$ cat src/rtl/core/ptvw_pkg.sv
`timescale 1ns / 1ps
// ----------------------------------------------------------------------------
// ptvw_pkg
// shared widths, register indexes and merge unit types for the planar text
// video memory write core
// ----------------------------------------------------------------------------
package ptvw_pkg;

  localparam int unsigned PLANE_BYTES_DEF = 131072;
  localparam int unsigned LINE_BYTES_DEF  = 128;

  localparam int unsigned PLANES      = 4;
  localparam int unsigned PLANE_SEL_W = 2;
  localparam int unsigned BYTE_W      = 8;
  localparam int unsigned ADDR_W      = 19;
  localparam int unsigned OFFSET_IN_W = 17;
  localparam int unsigned ROW_W       = PLANES * BYTE_W;
  localparam int unsigned PIX_ROW_W   = 32;
  localparam int unsigned LINE_W      = 10;
  localparam int unsigned COL_OUT_W   = 7;

  localparam int unsigned CFG_INDEX_W = 3;
  localparam int unsigned CFG_DATA_W  = 10;

  localparam logic [CFG_INDEX_W-1:0] CFG_SIMUL      = 3'd0;
  localparam logic [CFG_INDEX_W-1:0] CFG_MASK_EN    = 3'd1;
  localparam logic [CFG_INDEX_W-1:0] CFG_PLANE_EN   = 3'd2;
  localparam logic [CFG_INDEX_W-1:0] CFG_MASK_EVEN  = 3'd3;
  localparam logic [CFG_INDEX_W-1:0] CFG_MASK_ODD   = 3'd4;
  localparam logic [CFG_INDEX_W-1:0] CFG_SCROLL_Y   = 3'd5;

  typedef struct packed {
    logic              en;
    logic [BYTE_W-1:0] old_byte;
    logic [BYTE_W-1:0] wr_byte;
    logic [BYTE_W-1:0] mask;
  } merge_req_t;

  typedef struct packed {
    logic [BYTE_W-1:0] new_byte;
    logic              changed;
  } merge_rsp_t;

endpackage

$ cat src/rtl/core/ptvw_byte_merge.sv
`timescale 1ns / 1ps
// ----------------------------------------------------------------------------
// ptvw_byte_merge
// shared masked byte merge and change compare, used once per plane
// ----------------------------------------------------------------------------
module ptvw_byte_merge (
  input  ptvw_pkg::merge_req_t req_i,
  output ptvw_pkg::merge_rsp_t rsp_o
);
  import ptvw_pkg::*;

  logic [BYTE_W-1:0] merged;

  always_comb begin
    merged          = (req_i.old_byte & req_i.mask) | (req_i.wr_byte & ~req_i.mask);
    rsp_o.new_byte  = req_i.en ? merged : req_i.old_byte;
    rsp_o.changed   = req_i.en && (merged != req_i.old_byte);
  end

endmodule

$ cat config.mk
export PLATFORM = sky130hd
export DESIGN_NAME = ptvw_byte_merge
export DESIGN_NICKNAME = d
export VERILOG_FILES = /design/src/rtl/core/ptvw_pkg.sv /design/src/rtl/core/ptvw_byte_merge.sv
export SDC_FILE = /design/constraint.sdc
export NUM_CORES = 1
export LEC_CHECK = 0
export BUFFER_PORTS_ARGS = -buffer_cell sky130_fd_sc_hd__clkbuf_2
export CAP_MARGIN = 10
export CORE_AREA = 5 5 42 44
export DETAILED_ROUTE_END_ITERATION = 6
export DIE_AREA = 0 0 47 49
export SLEW_MARGIN = 20
export SYNTH_ARGS = -nofsm -noshare
export SYNTH_HDL_FRONTEND = slang
export SYNTH_SLANG_ARGS = --single-unit
export TNS_END_PERCENT = 10
$ cat constraint.sdc
create_clock -name vclk -period 1.29
set_input_delay 0.258 -clock vclk [all_inputs]
set_output_delay 0.258 -clock vclk [all_outputs]
set_load 0.1 [all_outputs]
==> run metrics, run 1 <==
port buffer count=34; met3 WL=119 µm; Die X=47 µm; CP Max Fanout=2; Worst Hold Class=input pin to output port; final setup margin=-0.268 ns; total track usage=0.0723; Mapped Nets=54; routed vias=358; failing checks=setup timing; WL/cell=11.9 µm; site row count=14; fmax=0.642 GHz; DRC errors left=0; vias in the first global route=340; slew at the pin closest to its max-slew limit=0.201 ns; Slew Viols, Final=0; Starting Density=0.176; peak supply drop=0.261 mV; final hold vios=0; post-synthesis cell count=29; Finished Layout Cells=about 80; Crit-path slowest cell=o41a_4; crit path cell chain=buf_6 > xnor2_2 > o22ai_2 > o41a_4 > buf_12; Cell variety after synth=6; met2 wire length=roughly 550 µm; first drt pass iteration count=1; Post-Syn Area=roughly 250 µm²; Critical Path RT=1.03 ns; multi-input logic area=318 µm²; post-layout min period=1.56 ns; 1st-iter DRT viols=0; max_cap viols=0; die area=0.00230 mm²; crit share post-route=1.21; area grow syn2layout=170%; Core Area=0.00140 mm²; Post-DP Area=582 µm²; FILL cells=154; # clk buffers=0; critical path arrival=1.30 ns; share of the synthesized area in the top cell type=0.284; warnings from Yosys=0; max incr delay on CP=0.50 ns; average size of a mapped cell=8.50 µm²; drt via density=4.53; # setup viols final=1; type of origin of the critical path=input pin; Worst Hold Path Cells=3; ratio of cells with drive above 1 in the final layout=0.794; Worst Setup End Kind=output port; Overall Power=436 µW; # IOs=34; sequential fraction of the synthesis area=0; Die Y=49 µm; Detail Route Antenna Nets=0; max layer used=met3; synth top area cells=xnor2_1 28%, mux2_1 23%, nand2b_1 20%, mux2_2 14%, o22ai_1 10%; DP HPWL=around 840 µm; routed length on met1=269 µm; RePlAce Congestion=0.651; post-CTS setup buffer count=0; run status=finished with violations; cell accounting for the most synthesized area=xnor2_1; CP Class=input pin to output port; Max-slew headroom=0.866; Antenna Cells=0; layout net count=90; GRT overflow=0; number of sequential cells=0; FF+latch area=0 µm²; initial antenna violation count=0; Leak=0.000322 µW; RSZ-0062 raised after global routing=true; post-route cell area=664 µm²; largest net degree at the start of global routing=10; PwrDens=656 mW/mm²; WL final=941 µm; Post-Place Cells=between 70 and 80; first-pass GRT wire length=1.32 mm
kinds of logic after synthesis:
| family | synth area share |
|---|---|
| multiplexers | 0.365 |
| AND/OR/NAND/NOR | 0.203 |
| XOR/XNOR | 0.284 |
| AO/OA/AOI/OAI | 0.147 |
repair_timing:
action | CTS | global route
hold buffers | 0 | 0
resized for setup | 7 | 15
endpoints found under the setup margin | 9 | 3
pin swaps | 5 | 8
cells in the final DEF (no fill, tap or decap), drive strengths merged:
| cell type | netlist | final |
|---|---|---|
| nand2b | 8 | 8 |
| o41a | 1 | 1 |
| o22ai | 4 | 4 |
| mux2 | 8 | 8 |
| buf | 0 | 11 |
| clkbuf | 0 | 23 |
| xnor2 | 8 | 8 |
critical path: cells and delay by family:
| family | cells | cell delay [ns] |
|---|---|---|
| buffers and inverters | 2 | 0.27 |
| AO/OA/AOI/OAI | 2 | 0.60 |
| XOR/XNOR | 1 | 0.16 |
final timing paths:
kind | slack (ns) | endpoint | startpoint
worst min-delay path | 0.91 | rsp_o[5] | req_i[20]
worst max-delay path | -0.27 | rsp_o[0] | req_i[15]
layer usage:
layer	global-route usage	vias to the layer above
li1	-	178
met5	0	-
met1	0.0804	161
met3	0.0185	0
met4	0	0
met2	0.138	19
power by group:
part / switching [µW] / internal [µW] / total [µW]
clock network: 0 / 0 / 0
registers: 0 / 0 / 0
logic: 248 / 187 / 436
synthesized netlist by cell type (all sizes together):
cell,n
xnor2,8
o22ai,4
o41a,1
nand2b,8
mux2,8
area by class of cell:
type / count / share of cell area
multi-input cells: 29 / 0.478
well taps: 16 / 0.0301
repair buffers: 34 / 0.492
through the flow:
step	util	worst slack (ns)	hold slack [ns]	setup TNS, ns
3_5_place_dp	0.415	-0.271	0.958	-0.801
3_3_place_gp	0.415	-0.281	0.949	-0.767
4_1_cts	0.427	-0.277	0.932	-0.277
2_1_floorplan	-	-0.125	0.711	-0.595
5_1_grt	0.474	-0.290	0.928	-0.294
6_report	0.474	-0.268	0.913	-0.268
(Power assumes the default switching activity.)
==> run 2: changes to the inputs <==
Settings changed: MAX_ROUTING_LAYER set to met4, PLACE_DENSITY_LB_ADDON set to 0.15.
==> run 2 against run 1 <==
Compared with the run above: highest routed layer unchanged; combinational power is 3% higher; final cell count stayed put; setup slack better by 0.013 ns; sequential share of layout area stayed put; total power is 3.2% higher; the run still ends with setup timing left; final area is 4.3% higher; core utilization is 2.1 points higher.
==> run metrics, run 2 (synthesis gave the netlist of run 1 again) <==
run status=finished with violations; failing checks=setup timing; initial antenna violation count=0 (unchanged); Slew Viols, Final=0 (unchanged); crit path cell chain=buf_6 > xnor2_4 > o22ai_2 > o41a_4 > buf_12; number of sequential cells=0 (unchanged); RSZ-0062 raised after global routing=true; # setup viols final=1 (unchanged); FILL cells=142 (-7.8%); final setup margin=-0.256 ns (+0.0127 ns); Die Y=49 µm (unchanged); CP Max Fanout=2 (unchanged); Die X=47 µm (unchanged); Worst Setup End Kind=output port; WP buf/inv=2 (unchanged); most frequent cells in the layout=20 x clkbuf_2, 9 x buf_12, 8 x nand2b_1, 8 x mux2_4; # IOs=34 (unchanged); WL/cell=11.9 µm (+0.32%); Max-slew headroom=0.879 (+0.0128); type of origin of the critical path=input pin; max incr delay on CP=0.50 ns (about the same); port buffer count=34 (unchanged); Crit path max-delay family=compound AO/OA/AOI/OAI gates; Antenna Cells=0 (unchanged); ratio of cells with drive above 1 in the final layout=0.778 (-0.0159); critical path arrival=1.29 ns (about the same); first drt pass iteration count=2 (+1); final hold vios=0 (unchanged); max_cap viols=0 (unchanged); die area=0.00230 mm² (unchanged); drt via density=4.51 (-0.56%); Worst Hold Class=input pin to output port; fmax=0.647 GHz (+0.82%); slew at the pin closest to its max-slew limit=0.182 ns (-0.0192 ns); area grow syn2layout=181%; largest net degree at the start of global routing=10 (unchanged); layout net count=90 (unchanged); Post-CTS Hold Buffers=0 (unchanged); # clk buffers=0 (unchanged); PwrDens=649 mW/mm² (-1.1%); vias in the first global route=369 (+8.5%); GRT overflow=0 (unchanged); most common cell after layout, fill and taps aside=clkbuf_2; hold_ws=0.909 ns (-0.00445 ns); Starting Density=0.176 (unchanged); RePlAce Congestion=0.646 (-0.77%); Detail Route Antenna Nets=0 (unchanged); peak supply drop=0.249 mV (-4.6%); Setup WS pre-CTS=-0.273 ns (-0.00253 ns); routed vias=356 (-0.56%); Leak=0.000343 µW (+6.5%); post-CTS setup buffer count=0 (unchanged); WL final=944 µm (+0.32%); site row count=14 (unchanged); CP Class=input pin to output port; DRC errors left=0 (unchanged); Crit-path slowest cell=o41a_4; Core Area=0.00140 mm² (unchanged); total track usage=0.0748 (+0.00254); Critical Path RT=1.03 ns (about the same); crit share post-route=1.20 (-0.00982); first-pass GRT wire length=1.37 mm (+3.2%); FF+latch area=0 µm² (unchanged); post-layout min period=1.55 ns (-0.0127 ns); 1st-iter DRT viols=2 (+2)
run 2: changes by cell type in the layout (fill, tap and decap cells not counted):
cell | previous run | this run
clkbuf_8 | 1 | 0
xnor2_2 | 5 | 3
clkbuf_4 | 0 | 1
buf_6 | 2 | 4
xnor2_1 | 3 | 4
clkbuf_2 | 22 | 20
mux2_2 | 5 | 0
xnor2_4 | 0 | 1
mux2_4 | 3 | 8
run 2: cell type report:
class                      instances  area (µm²)  share of cell area
multi-input combinational         29         340               0.491
tap                               16        20.0              0.0289
timing repair buffer              34         333               0.480
run 2: metrics by stage:
step / utilization / instances / area (µm²) / TNS, ns / power [µW]
after detailed placement: 0.415 / 79 / 582 / -0.701 / 400
after CTS: 0.436 / 79 / 611 / -0.292 / 419
after global routing: 0.495 / 79 / 693 / -0.311 / 466
after global placement: 0.415 / 79 / 582 / -0.720 / 399
after floorplan: - / 29 / 256 / -0.595 / 238
final: 0.495 / 79 / 693 / -0.256 / 450
run 2: repair_timing:
action                     CTS  global route
pin swaps                    1             9
setup endpoints to repair    9             8
gates resized for setup     12            19
run 2: worst min-delay path, stage by stage:
cell and delay (ns):
buf_6 0.08, mux2_4 0.15, buf_12 0.16
run 2: routing by layer:
metal	track usage	routed length [µm]
met1	0.0826	342
met3	0.0148	89
met5	-	0
met4	0	0
met2	0.140	513
run 2: power by group:
group	switching [µW]	leakage, µW	internal [µW]	total (µW)
Combinational	251	0.000343	199	450
Clock	0	0	0	0
Sequential	0	0	0	0
run 2: worst paths after layout:
kind	end	slack, ns	cells past startpoint	start
worst max-delay path	rsp_o[0]	-0.26	5	req_i[16]
worst min-delay path	rsp_o[7]	0.91	3	req_i[14]
==> run 3: changes to the inputs <==
==> constraint.sdc (replaced) <==
create_clock -name vclk -period 1.29
set_input_delay 0.129 -clock vclk [all_inputs]
set_output_delay 0.129 -clock vclk [all_outputs]
set_load 0.1 [all_outputs]
==> run 3 against run 2 <==
Compared with the run above: the flow still finishes with violations (setup timing); count of clock-buffer cells in the layout stayed put; hold slack worse by 0.22 ns; fmax rose by 18%; core utilization is 2.9 points lower; die area stayed put; setup slack improved by 0.24 ns; combinational power shrank 5.6%; non-clock buffer count stayed put; total power down 5.5%; global-route usage grew 0.29 points; flip-flop and latch count unchanged; first-iteration DRC count is 50% higher; critical endpoint unchanged; highest routed layer unchanged.
==> run metrics, run 3 (synthesis gave the netlist of run 1 again) <==
run status=finished with violations; failing checks=setup timing; P_int=182 µW (-8.7%); # setup viols final=1 (unchanged); Worst Hold Class=input pin to output port; Worst Setup End Kind=output port; RSZ-0062 raised after global routing=true; RePlAce Congestion=0.661 (+2.4%); most frequent cells in the layout=21 x clkbuf_2, 9 x buf_12, 8 x nand2b_1; type of origin of the critical path=input pin; initial antenna violation count=0 (unchanged); first-pass GRT wire length=1.38 mm (+1.0%); sequential share of power=0 (unchanged); site row count=14 (unchanged); final setup margin=-0.0176 ns (+0.238 ns); clock power share=0 (unchanged); Max-slew headroom=0.876 (-0.00211); WL final=905 µm (-4.1%); total track usage=0.0777 (+0.00288); # IOs=34 (unchanged); ratio of cells with drive above 1 in the final layout=0.667 (-0.111); Antenna Cells=0 (unchanged); Switching Fraction=0.573 (+0.0151); FF+latch area=0 µm² (unchanged); routed vias=349 (-2.0%); first drt pass iteration count=3 (+1); vias in the first global route=365 (-1.1%); hold_ws=0.693 ns (-0.216 ns); PwrDens=651 mW/mm² (+0.34%); Critical Path RT=1.16 ns (+0.13 ns); CP Class=input pin to output port; layout net count=90 (unchanged); critical path arrival=1.18 ns (-0.11 ns); Gate power share=1.000 (about the same); Die X=47 µm (unchanged); drt via density=4.42 (-2.0%); Slew Viols, Final=0 (unchanged); Core Area=0.00140 mm² (unchanged); Sw Pwr=244 µW (-2.9%); max_cap viols=0 (unchanged); crit share post-route=1.01 (-0.185); Post-DP Area=573 µm² (-1.5%); post-route cell area=653 µm² (-5.8%); peak supply drop=0.318 mV (+28%); largest net degree at the start of global routing=10 (unchanged); WL/cell=11.5 µm (-4.1%); die area=0.00230 mm² (unchanged); number of sequential cells=0 (unchanged); Leak=0.000295 µW (-14%); fmax=0.765 GHz (+18%); DRC errors left=0 (unchanged); post-layout min period=1.31 ns (-0.238 ns); FILL cells=144 (+1.4%); port buffer count=34 (unchanged); CP Max Fanout=2 (unchanged); area grow syn2layout=165%; # clk buffers=0 (unchanged); Die Y=49 µm (unchanged); Starting Density=0.176 (unchanged); most common cell after layout, fill and taps aside=clkbuf_2; final core occ=0.466 (-0.0286); GRT overflow=0 (unchanged); Detail Route Antenna Nets=0 (unchanged); final hold vios=0 (unchanged); slew at the pin closest to its max-slew limit=0.185 ns (+0.00316 ns); 1st-iter DRT viols=3 (+1)
## run 3: what timing repair did
item | in CTS | in global routing
pin swaps | 1 | 4
endpoints found under the hold margin | 0 | 0
setup buffers | 0 | 0
gates resized for setup | 1 | 18
endpoints found under the setup margin | 1 | 1
hold buffers | 0 | 0
## run 3: worst max-delay path, stage by stage
cell and delay, ns:
buf_8 0.11, xnor2_4 0.15, o22ai_2 0.10, o41a_2 0.51
buf_12 0.18
## run 3: layout make-up
| class | instances | area (µm²) | area share |
|---|---|---|---|
| Timing Repair Buffer | 34 | 334 | 0.511 |
| Tap cell | 16 | 20.0 | 0.0307 |
| Multi-Input combinational cell | 29 | 299 | 0.458 |
## run 3: layer usage
layer | track usage | up-vias | share of wire
met5 | - | - | 0
met4 | 0 | 0 | 0
met3 | 0.0148 | 0 | 0.12
met2 | 0.140 | 18 | 0.52
met1 | 0.0913 | 157 | 0.36
li1 | - | 174 | -
## run 3: power by group through the flow
stage	clock network [µW]	logic, µW	registers [µW]
6_report	0	425	0
5_1_grt	0	446	0
4_1_cts	0	399	0
3_5_place_dp	0	395	0
3_3_place_gp	0	394	0
2_1_floorplan	0	232	0
## run 3: worst paths after layout
path / from / end / depth (start not counted)
max: req_i[17] / rsp_o[0] / 5
min: req_i[17] / rsp_o[2] / 3
## run 3: stage by stage
stage,power (µW),TNS (ns),worst slack [ns],std cells
floorplan,232,0,0.0880,29
global placement,394,-0.00753,-0.00753,79
detailed placement,395,-0.0142,-0.0142,79
CTS,399,0,0.00638,79
global route,446,-0.0505,-0.0505,79
finish,425,-0.0176,-0.0176,79
